[src/hw/rtl/skf_pkg.sv]
`default_nettype none

package skf_pkg;

  localparam int unsigned DataW   = 32;
  localparam int unsigned GainW   = 17;
  localparam int unsigned CfgIdxW = 2;
  localparam int unsigned ProdW   = DataW + 1 + GainW + 1;

  // 1.0 in Q1.16
  localparam logic [GainW-1:0] OneQ16 = 17'h1_0000;

  localparam logic [DataW-1:0] ProcNoiseReset = 32'd327680;
  localparam logic [DataW-1:0] MeasNoiseReset = 32'd65536;
  localparam logic [DataW-1:0] InitEstReset   = 32'd2949120;

  typedef logic [DataW-1:0]   data_t;
  typedef logic [GainW-1:0]   gain_t;
  typedef logic [CfgIdxW-1:0] cfg_idx_t;

  typedef enum logic [CfgIdxW-1:0] {
    CFG_PROC_NOISE = 2'd0,
    CFG_MEAS_NOISE = 2'd1,
    CFG_INIT_EST   = 2'd2
  } cfg_idx_e;

  typedef struct packed {
    logic              start;
    logic [DataW-1:0]  dividend;
    logic [DataW:0]    divisor;
  } div_req_t;

  typedef struct packed {
    logic busy;
    logic done;
  } div_sts_t;

endpackage

`default_nettype wire

[src/hw/rtl/skf_sample_if.sv]
`default_nettype none

interface skf_sample_if;
  import skf_pkg::*;

  logic         valid;
  logic         ready;
  logic signed [DataW-1:0] sample;

  modport source (output valid, output sample, input ready);
  modport sink   (input valid, input sample, output ready);
endinterface

`default_nettype wire

[src/hw/rtl/skf_result_if.sv]
`default_nettype none

interface skf_result_if;
  import skf_pkg::*;

  logic         valid;
  logic         ready;
  logic signed [DataW-1:0] filtered;
  logic [GainW-1:0]        gain;

  modport source (output valid, output filtered, output gain, input ready);
  modport sink   (input valid, input filtered, input gain, output ready);
endinterface

`default_nettype wire

[src/hw/rtl/scalar_kalman_filter.sv]
`default_nettype none

// Channel   | Dir | Payload                           | Notes
// ----------+-----+-----------------------------------+-------------------------
// in_i      | in  | sample   s32 Q16.16               | one item, one result
// out_o     | out | filtered s32 Q16.16, gain u17 Q1.16 | registered, held on stall
// cfg_*     | in  | cfg_idx_i 2b, cfg_data_i 32b      | write-only, idx 0-2 restart
//
// Each item passes through the sum, divide, two multiply and write-back steps
// from accept to the result showing on out_o, and the next item is accepted only
// after write-back; the 17-step restoring divider that forms the gain sets most of
// that. in_i is ready only while the sequencer is idle. A result waiting on out_o
// holds back only the final write-back of the next item. Reset loads the register
// defaults, the initial estimate and a zero covariance.
module scalar_kalman_filter (
  input  wire logic               clk_i,
  input  wire logic               rst_ni,
  skf_sample_if.sink              in_i,
  skf_result_if.source            out_o,
  input  wire logic               cfg_we_i,
  input  wire skf_pkg::cfg_idx_t  cfg_idx_i,
  input  wire skf_pkg::data_t     cfg_data_i
);
  import skf_pkg::*;

  typedef enum logic [2:0] {
    ST_IDLE,
    ST_SUM,
    ST_DIV_START,
    ST_DIV_WAIT,
    ST_MUL_X,
    ST_MUL_P,
    ST_WB
  } state_e;

  state_e state_q;

  // configuration
  logic [DataW-1:0] pn_q;
  logic [DataW-1:0] mn_q;
  logic [DataW-1:0] ie_q;

  // filter state
  logic [DataW-1:0] est_q;
  logic [DataW-1:0] cov_q;

  // per-item working registers
  logic [DataW-1:0]        sample_q;
  logic [DataW-1:0]        p1_q;
  logic [GainW-1:0]        gain_q;
  logic signed [ProdW-1:0] prod_q;

  // result register
  logic             out_valid_q;
  logic [DataW-1:0] out_filt_q;
  logic [GainW-1:0] out_gain_q;

  logic [DataW:0]          p1_sum;
  logic [DataW-1:0]        p1_sat;
  logic signed [DataW:0]   diff;
  logic signed [DataW:0]   mul_a;
  logic signed [GainW:0]   mul_b;
  logic signed [ProdW-1:0] mul_p;

  div_req_t div_req;
  div_sts_t div_sts;
  gain_t    div_quo;

  // predict: covariance plus process noise, clamped at full scale
  assign p1_sum = {1'b0, cov_q} + {1'b0, pn_q};
  assign p1_sat = p1_sum[DataW] ? '1 : p1_sum[DataW-1:0];

  // gain = p1 / (p1 + R), denominator kept at 33 bits
  assign div_req.start    = (state_q == ST_DIV_START);
  assign div_req.dividend = p1_q;
  assign div_req.divisor  = {1'b0, p1_q} + {1'b0, mn_q};

  skf_div u_div (
    .clk_i  (clk_i),
    .rst_ni (rst_ni),
    .req_i  (div_req),
    .sts_o  (div_sts),
    .quo_o  (div_quo)
  );

  // innovation, exact in 33 bits
  assign diff = $signed({sample_q[DataW-1], sample_q}) - $signed({est_q[DataW-1], est_q});

  // shared multiplier: (z - x) * K, then p1 * (1 - K)
  always_comb begin
    if (state_q == ST_MUL_X) begin
      mul_a = diff;
      mul_b = $signed({1'b0, gain_q});
    end else begin
      mul_a = $signed({1'b0, p1_q});
      mul_b = $signed({1'b0, OneQ16 - gain_q});
    end
  end
  assign mul_p = ProdW'(mul_a * mul_b);

  always_ff @(posedge clk_i or negedge rst_ni) begin
    if (!rst_ni) begin
      state_q     <= ST_IDLE;
      pn_q        <= ProcNoiseReset;
      mn_q        <= MeasNoiseReset;
      ie_q        <= InitEstReset;
      est_q       <= InitEstReset;
      cov_q       <= '0;
      sample_q    <= '0;
      p1_q        <= '0;
      gain_q      <= '0;
      prod_q      <= '0;
      out_valid_q <= 1'b0;
      out_filt_q  <= '0;
      out_gain_q  <= '0;
    end else begin
      if (out_valid_q && out_o.ready) begin
        out_valid_q <= 1'b0;
      end

      unique case (state_q)
        ST_IDLE: begin
          if (in_i.valid) begin
            sample_q <= in_i.sample;
            state_q  <= ST_SUM;
          end
        end
        ST_SUM: begin
          p1_q    <= p1_sat;
          state_q <= ST_DIV_START;
        end
        ST_DIV_START: begin
          state_q <= ST_DIV_WAIT;
        end
        ST_DIV_WAIT: begin
          if (div_sts.done) begin
            gain_q  <= div_quo;
            state_q <= ST_MUL_X;
          end
        end
        ST_MUL_X: begin
          prod_q  <= mul_p;
          state_q <= ST_MUL_P;
        end
        ST_MUL_P: begin
          // floor((z - x) * K / 2^16) is the arithmetic shift, low 32 bits fit
          est_q   <= est_q + prod_q[DataW+15:16];
          prod_q  <= mul_p;
          state_q <= ST_WB;
        end
        ST_WB: begin
          if (!out_valid_q || out_o.ready) begin
            cov_q       <= prod_q[DataW+15:16];
            out_valid_q <= 1'b1;
            out_filt_q  <= est_q;
            out_gain_q  <= gain_q;
            state_q     <= ST_IDLE;
          end
        end
        default: state_q <= ST_IDLE;
      endcase

      // config writes must arrive only while idle (not enforced here); writes to idx 0-2 restart the filter
      if (cfg_we_i) begin
        unique case (cfg_idx_e'(cfg_idx_i))
          CFG_PROC_NOISE: begin
            pn_q  <= cfg_data_i;
            est_q <= ie_q;
            cov_q <= '0;
          end
          CFG_MEAS_NOISE: begin
            mn_q  <= cfg_data_i;
            est_q <= ie_q;
            cov_q <= '0;
          end
          CFG_INIT_EST: begin
            ie_q  <= cfg_data_i;
            est_q <= cfg_data_i;
            cov_q <= '0;
          end
          default: ;
        endcase
      end
    end
  end

  assign in_i.ready     = (state_q == ST_IDLE);
  assign out_o.valid    = out_valid_q;
  assign out_o.filtered = out_filt_q;
  assign out_o.gain     = out_gain_q;

  // gain never exceeds one
  assert property (@(posedge clk_i) disable iff (!rst_ni)
    out_o.valid |-> (out_o.gain <= OneQ16))
    else $error("gain above one");

  // divider runs only while the sequencer waits on it
  assert property (@(posedge clk_i) disable iff (!rst_ni)
    div_sts.busy |-> (state_q == ST_DIV_WAIT))
    else $error("divider busy outside divide step");

  // one item at a time: ready drops right after an accept
  assert property (@(posedge clk_i) disable iff (!rst_ni)
    (in_i.valid && in_i.ready) |=> !in_i.ready)
    else $error("ready held after accept");

  // a stalled result is never overwritten
  assert property (@(posedge clk_i) disable iff (!rst_ni)
    (out_o.valid && !out_o.ready) |=> (out_o.valid && $stable(out_o.filtered)
      && $stable(out_o.gain)))
    else $error("stalled result changed");

endmodule

`default_nettype wire

[src/hw/rtl/skf_div.sv]
`default_nettype none

// Restoring divider: quotient = floor(dividend * 2^16 / divisor), one bit a cycle.
// Caller guarantees dividend <= divisor; zero divisor gives zero.
module skf_div (
  input  wire logic              clk_i,
  input  wire logic              rst_ni,
  input  wire skf_pkg::div_req_t req_i,
  output skf_pkg::div_sts_t      sts_o,
  output skf_pkg::gain_t         quo_o
);
  import skf_pkg::*;

  localparam int unsigned CntW = $clog2(GainW + 1);
  localparam logic [CntW-1:0] Steps = CntW'(GainW);

  logic [DataW:0]   rem_q;
  logic [DataW:0]   divisor_q;
  logic [GainW-1:0] quo_q;
  logic [CntW-1:0]  cnt_q;
  logic             first_q;
  logic             zero_q;
  logic             done_q;

  logic [DataW+1:0] shifted;
  logic [DataW+1:0] trial;
  logic             ge;

  // first step compares unshifted (quotient bit for 1.0)
  assign shifted = first_q ? {1'b0, rem_q} : {rem_q, 1'b0};
  assign trial   = shifted - {1'b0, divisor_q};
  assign ge      = (shifted >= {1'b0, divisor_q});

  always_ff @(posedge clk_i or negedge rst_ni) begin
    if (!rst_ni) begin
      rem_q     <= '0;
      divisor_q <= '0;
      quo_q     <= '0;
      cnt_q     <= '0;
      first_q   <= 1'b0;
      zero_q    <= 1'b0;
      done_q    <= 1'b0;
    end else if (req_i.start) begin
      rem_q     <= {1'b0, req_i.dividend};
      divisor_q <= req_i.divisor;
      quo_q     <= '0;
      cnt_q     <= Steps;
      first_q   <= 1'b1;
      zero_q    <= (req_i.divisor == '0);
      done_q    <= 1'b0;
    end else if (cnt_q != '0) begin
      rem_q   <= ge ? trial[DataW:0] : shifted[DataW:0];
      quo_q   <= {quo_q[GainW-2:0], ge};
      first_q <= 1'b0;
      cnt_q   <= cnt_q - CntW'(1);
      done_q  <= (cnt_q == CntW'(1));
    end else begin
      done_q <= 1'b0;
    end
  end

  assign sts_o.busy = (cnt_q != '0);
  assign sts_o.done = done_q;
  assign quo_o      = zero_q ? '0 : quo_q;

endmodule

`default_nettype wire
[src/flat_wrapper.sv]
// flat-port wrapper written by rule: the top's interface ports become plain ports
module scalar_kalman_filter_flat import skf_pkg::*;
  (clk_i, rst_ni, cfg_we_i, cfg_idx_i, cfg_data_i, in_i_valid, in_i_sample, in_i_ready, out_o_valid, out_o_filtered, out_o_gain, out_o_ready);
  skf_sample_if in_i_i ();
  skf_result_if out_o_i ();
  input  wire logic clk_i;
  input  wire logic rst_ni;
  input  wire logic cfg_we_i;
  input  wire skf_pkg::cfg_idx_t cfg_idx_i;
  input  wire skf_pkg::data_t cfg_data_i;
  input wire logic [$bits(in_i_i.valid)-1:0] in_i_valid;
  input wire logic [$bits(in_i_i.sample)-1:0] in_i_sample;
  output wire logic [$bits(in_i_i.ready)-1:0] in_i_ready;
  output wire logic [$bits(out_o_i.valid)-1:0] out_o_valid;
  output wire logic [$bits(out_o_i.filtered)-1:0] out_o_filtered;
  output wire logic [$bits(out_o_i.gain)-1:0] out_o_gain;
  input wire logic [$bits(out_o_i.ready)-1:0] out_o_ready;
  assign in_i_i.valid = in_i_valid;
  assign in_i_i.sample = in_i_sample;
  assign in_i_ready = in_i_i.ready;
  assign out_o_valid = out_o_i.valid;
  assign out_o_filtered = out_o_i.filtered;
  assign out_o_gain = out_o_i.gain;
  assign out_o_i.ready = out_o_ready;
  scalar_kalman_filter u_core (.clk_i(clk_i), .rst_ni(rst_ni), .in_i(in_i_i), .out_o(out_o_i), .cfg_we_i(cfg_we_i), .cfg_idx_i(cfg_idx_i), .cfg_data_i(cfg_data_i));
endmodule
[config.mk]
export PLATFORM = sky130hd
export DESIGN_NAME = scalar_kalman_filter_flat
export DESIGN_NICKNAME = d
export VERILOG_FILES = /design/src/hw/rtl/skf_pkg.sv /design/src/hw/rtl/skf_sample_if.sv /design/src/hw/rtl/skf_result_if.sv /design/src/hw/rtl/scalar_kalman_filter.sv /design/src/hw/rtl/skf_div.sv /design/src/flat_wrapper.sv
export SDC_FILE = /design/constraint.sdc
export NUM_CORES = 2
export LEC_CHECK = 0
export BUFFER_PORTS_ARGS = -buffer_cell sky130_fd_sc_hd__buf_2
export CORE_MARGIN = 2
export CORE_UTILIZATION = 31
export DETAILED_ROUTE_END_ITERATION = 8
export SYNTH_ARGS = -nofsm -noshare
export SYNTH_HDL_FRONTEND = slang
export SYNTH_HIERARCHICAL = 1
export SYNTH_SLANG_ARGS = --single-unit
[constraint.sdc]
create_clock -name clk_i -period 11.4 [get_ports clk_i]
set_input_delay 1.14 -clock clk_i [delete_from_list [all_inputs] [get_ports clk_i]]
set_output_delay 1.14 -clock clk_i [all_outputs]
set_load 0.1 [all_outputs]
==> summary.txt <==
Run status
  • Status: complete, no violations

Synth
  • Post-synth EDFFs: 0
  • Mux cell area share after synthesis: 4.518%
  • Share of flip-flops with an asynchronous set or reset: 100.0%
  • Largest family of logic cells by synthesized area: adder cells
  • Syn nets: 5,813
  • Synth area leaders: fa_1 (24%), dfrtp_1 (23%), ha_1 (7.9%)
  • Synthesized instance count: 4,949
  • Synth unique cells: 88
  • Yosys warns: 6
  • Post-synthesis cell area: 0.04350 sq mm
  • Compound-Gate Fraction of Synth Area: 12.25%
  • Share of the synthesized area in the top cell type: 23.88%
  • Cell taking the most area after synthesis: fa_1
  • Top_reg_cell synth: dfrtp_1
  • Sequential share of the synthesized area: 24.02%
  • Simple-gate share of the synthesized area: 15.03%
  • Count leader, synth: nand2_1
  • Xor and xnor area share after synthesis: 4.107%
  • Seq cells post-synth: 417
  • Adder-Cell Fraction of Synth Area: 31.76%
  • Top post-synthesis cells by count: nand2_1 (799), inv_1 (747), fa_1 (519)
  • Syn Area/Cell: 8.791 sq um

Drt
  • Vias per std cell: 5.025
  • Drt first-iter violations: 2,756
  • Remaining DRCs: 0
  • Drt pass-1 iters: 6
  • Vias: 34,670
  • Final wirelength: 136,000 um
  • Final ANT Viol Nets: 0
  • Wire per inst: 19.71 um

Clock network
  • Clk slew on worst S/H paths: 0.06 ns
  • Root buf cell: clkbuf_16
  • Clk Latency, worst-skew pair: 0.61 ns
  • H-tree depth: 2
  • Setup bufs post-CTS: 0
  • Longest Clk Path Bufs: 3
  • Clk sinks: 417
  • CTS Hold Bufs: 0
  • TritonCTS clock tree: built
  • Post-cts gate resize count: 0
  • CTS buffer count: 45

Finish
  • Final core utilization: 34.42%
  • Register area: 0.01045 sq mm
  • Area Overhead vs Synth: 10.27%
  • Layout Cells excl Fill: 6,900
  • Filler Cells Inserted: 14,430
  • Multi-input logic area: 0.02971 sq mm
  • Nets: 5,846
  • Finished Cell Area: 0.04797 sq mm
  • Layout cell share with drive strength beyond 1: 9.723%

Placement
  • Hpwl dp: 109,000 um
  • Post-DP Area: 0.04646 sq mm
  • DP Cell Count: 6,811
  • Routability congestion estimate from global placement: 0.9302
  • Buffers on Ports: 121

Timing
  • Crit path time final: 10.77 ns
  • Worst-Margin Slew: 1.249 ns
  • Hold Violations, Final: 0
  • Slew Limit Fails: 0
  • Unrepaired setup endpoints after global routing: false
  • Final Cycle Share: 94.49%
  • Setup violators final: 0
  • Setup_tns: 0 ns
  • Worst Skew: 0.03048 ns
  • Slew margin rel.: 15.99%
  • F_max: 92.84 MHz

Critical path
  • CP max stage cell: mux2i_1
  • Crit path max fanout: 11
  • Max stage delay on crit path: 0.90 ns
  • Worst EP arrival: 11.24 ns
  • Critical path data required time: 11.87 ns
  • Startpoint types: flop
  • Crit. End Element: flop
  • Crit path top cell by count: fa_1
  • Crit Path Class: reg2reg

Die
  • Die W: 378.6 um
  • Area of the core: 0.1394 sq mm
  • I/O pin count: 122
  • Chip height: 378.6 um
  • Row Count: 137
  • Die footprint: 0.1433 sq mm
  • Initial core utilization: 31.22%

Global routing
  • First-pass GRT wire length: 211,400 um
  • Grt total ovfl: 0
  • Vias in the first global route: 35,020
  • Largest net degree at the start of global routing: 152
  • GRT Total Usage: 19.22%
  • Initial antenna violation count: 15

Flow run
  • Total of max-cap violations: 0

Min path
  • Worst Hold Class: reg2reg
-- worst paths after layout --
check	startpoint	to	slack (ns)	depth (start not counted)
max	u_core/est_q[2]	u_core/prod_q[47]	0.63	35
min	u_core/ie_q[19]	u_core/ie_q[19]	0.46	2
max reg2reg	u_core/est_q[2]	u_core/prod_q[47]	0.63	35
min reg2reg	u_core/ie_q[19]	u_core/ie_q[19]	0.46	2
max in group asynchronous	rst_ni	u_core/out_o.filtered[11]	8.63	3
min in group asynchronous	rst_ni	u_core/pn_q[24]	0.52	1
-- cell type report --
class | instances | area share, %
Inverter | 748 | 5.853
Clock buffer | 59 | 2.582
Tap cell | 1876 | 4.893
Multi-Input combinational cell | 3580 | 61.94
Antenna cell | 5 | 0.02608
Sequential cell | 417 | 21.78
Timing Repair Buffer | 190 | 2.389
Clock inverter | 25 | 0.5373
-- placed cells by master (no fill, tap or decap), types with 10 or more instances in the layout --
master,n
a211oi_1,39
a21o_1,73
a21oi_1,266
a222oi_1,10
a31oi_1,20
and2_1,13
and3_1,18
buf_2,120
buf_4,68
clkbuf_16,45
clkinv_2,12
dfrtp_1,406
dfstp_2,11
fa_1,519
ha_1,274
inv_1,747
mux2_2,146
mux2i_1,27
nand2_1,799
nand2b_1,41
nand3_1,47
nand4_1,14
nor2_1,428
nor2b_1,66
nor3_1,40
nor4_1,18
o211ai_1,25
o21a_1,30
o21ai_0,237
o21ai_1,13
o21bai_1,21
o31ai_1,19
or2_2,10
or3_1,14
xnor2_1,111
xor2_1,74
-- per-stage QoR --
stage | setup slack (ns) | hold slack [ns]
2_1_floorplan | 2.855 | 0.4388
3_3_place_gp | 1.204 | 0.4477
3_5_place_dp | 0.9401 | 0.4477
4_1_cts | 0.9142 | 0.4586
5_1_grt | 0.3078 | 0.4747
6_report | 0.6286 | 0.4594
-- per-layer routing --
layer	vias up	routed length, um	global-route usage, %
li1	15950	-	-
met3	213	9979	3.385
met1	17400	60700	26.85
met4	8	4603	5.999
met5	-	48	0
met2	1103	60670	30.17
-- cells by family after synthesis --
group	count (synthesis)
simple gates	1546
buf+inv	952
compound gates	861
fa+ha+maj	793
flops	417
xor+xnor	204
mux	176
-- worst max-delay path: cells and delay by family, from the launching register on --
family | cells | cell delay (ns)
xor+xnor | 3 | 0.39
compound gates | 15 | 4.52
fa+ha+maj | 8 | 3.69
flops | 1 | 0.37
mux | 1 | 0.90
buf+inv | 5 | 0.29
simple gates | 3 | 0.50
-- state kept, by name, indices dropped and copies added (netlist names), 3 cells and up --
signal	flops
u_core/u_div/rem_q	33
u_core/gain_q	17
u_core/u_div/divisor_q	33
u_core/out_o.gain	17
u_core/prod_q	32
u_core/ie_q	32
u_core/cov_q	32
u_core/u_div/quo_q	17
u_core/out_o.filtered	32
u_core/p1_q	32
u_core/pn_q	32
u_core/state_q	3
u_core/est_q	32
u_core/u_div/cnt_q	5
u_core/mn_q	32
u_core/sample_q	32
Power is left out: the tool's default activity adds up to more than one toggle a clock period on the data nets, which glitch-free logic cannot reach.
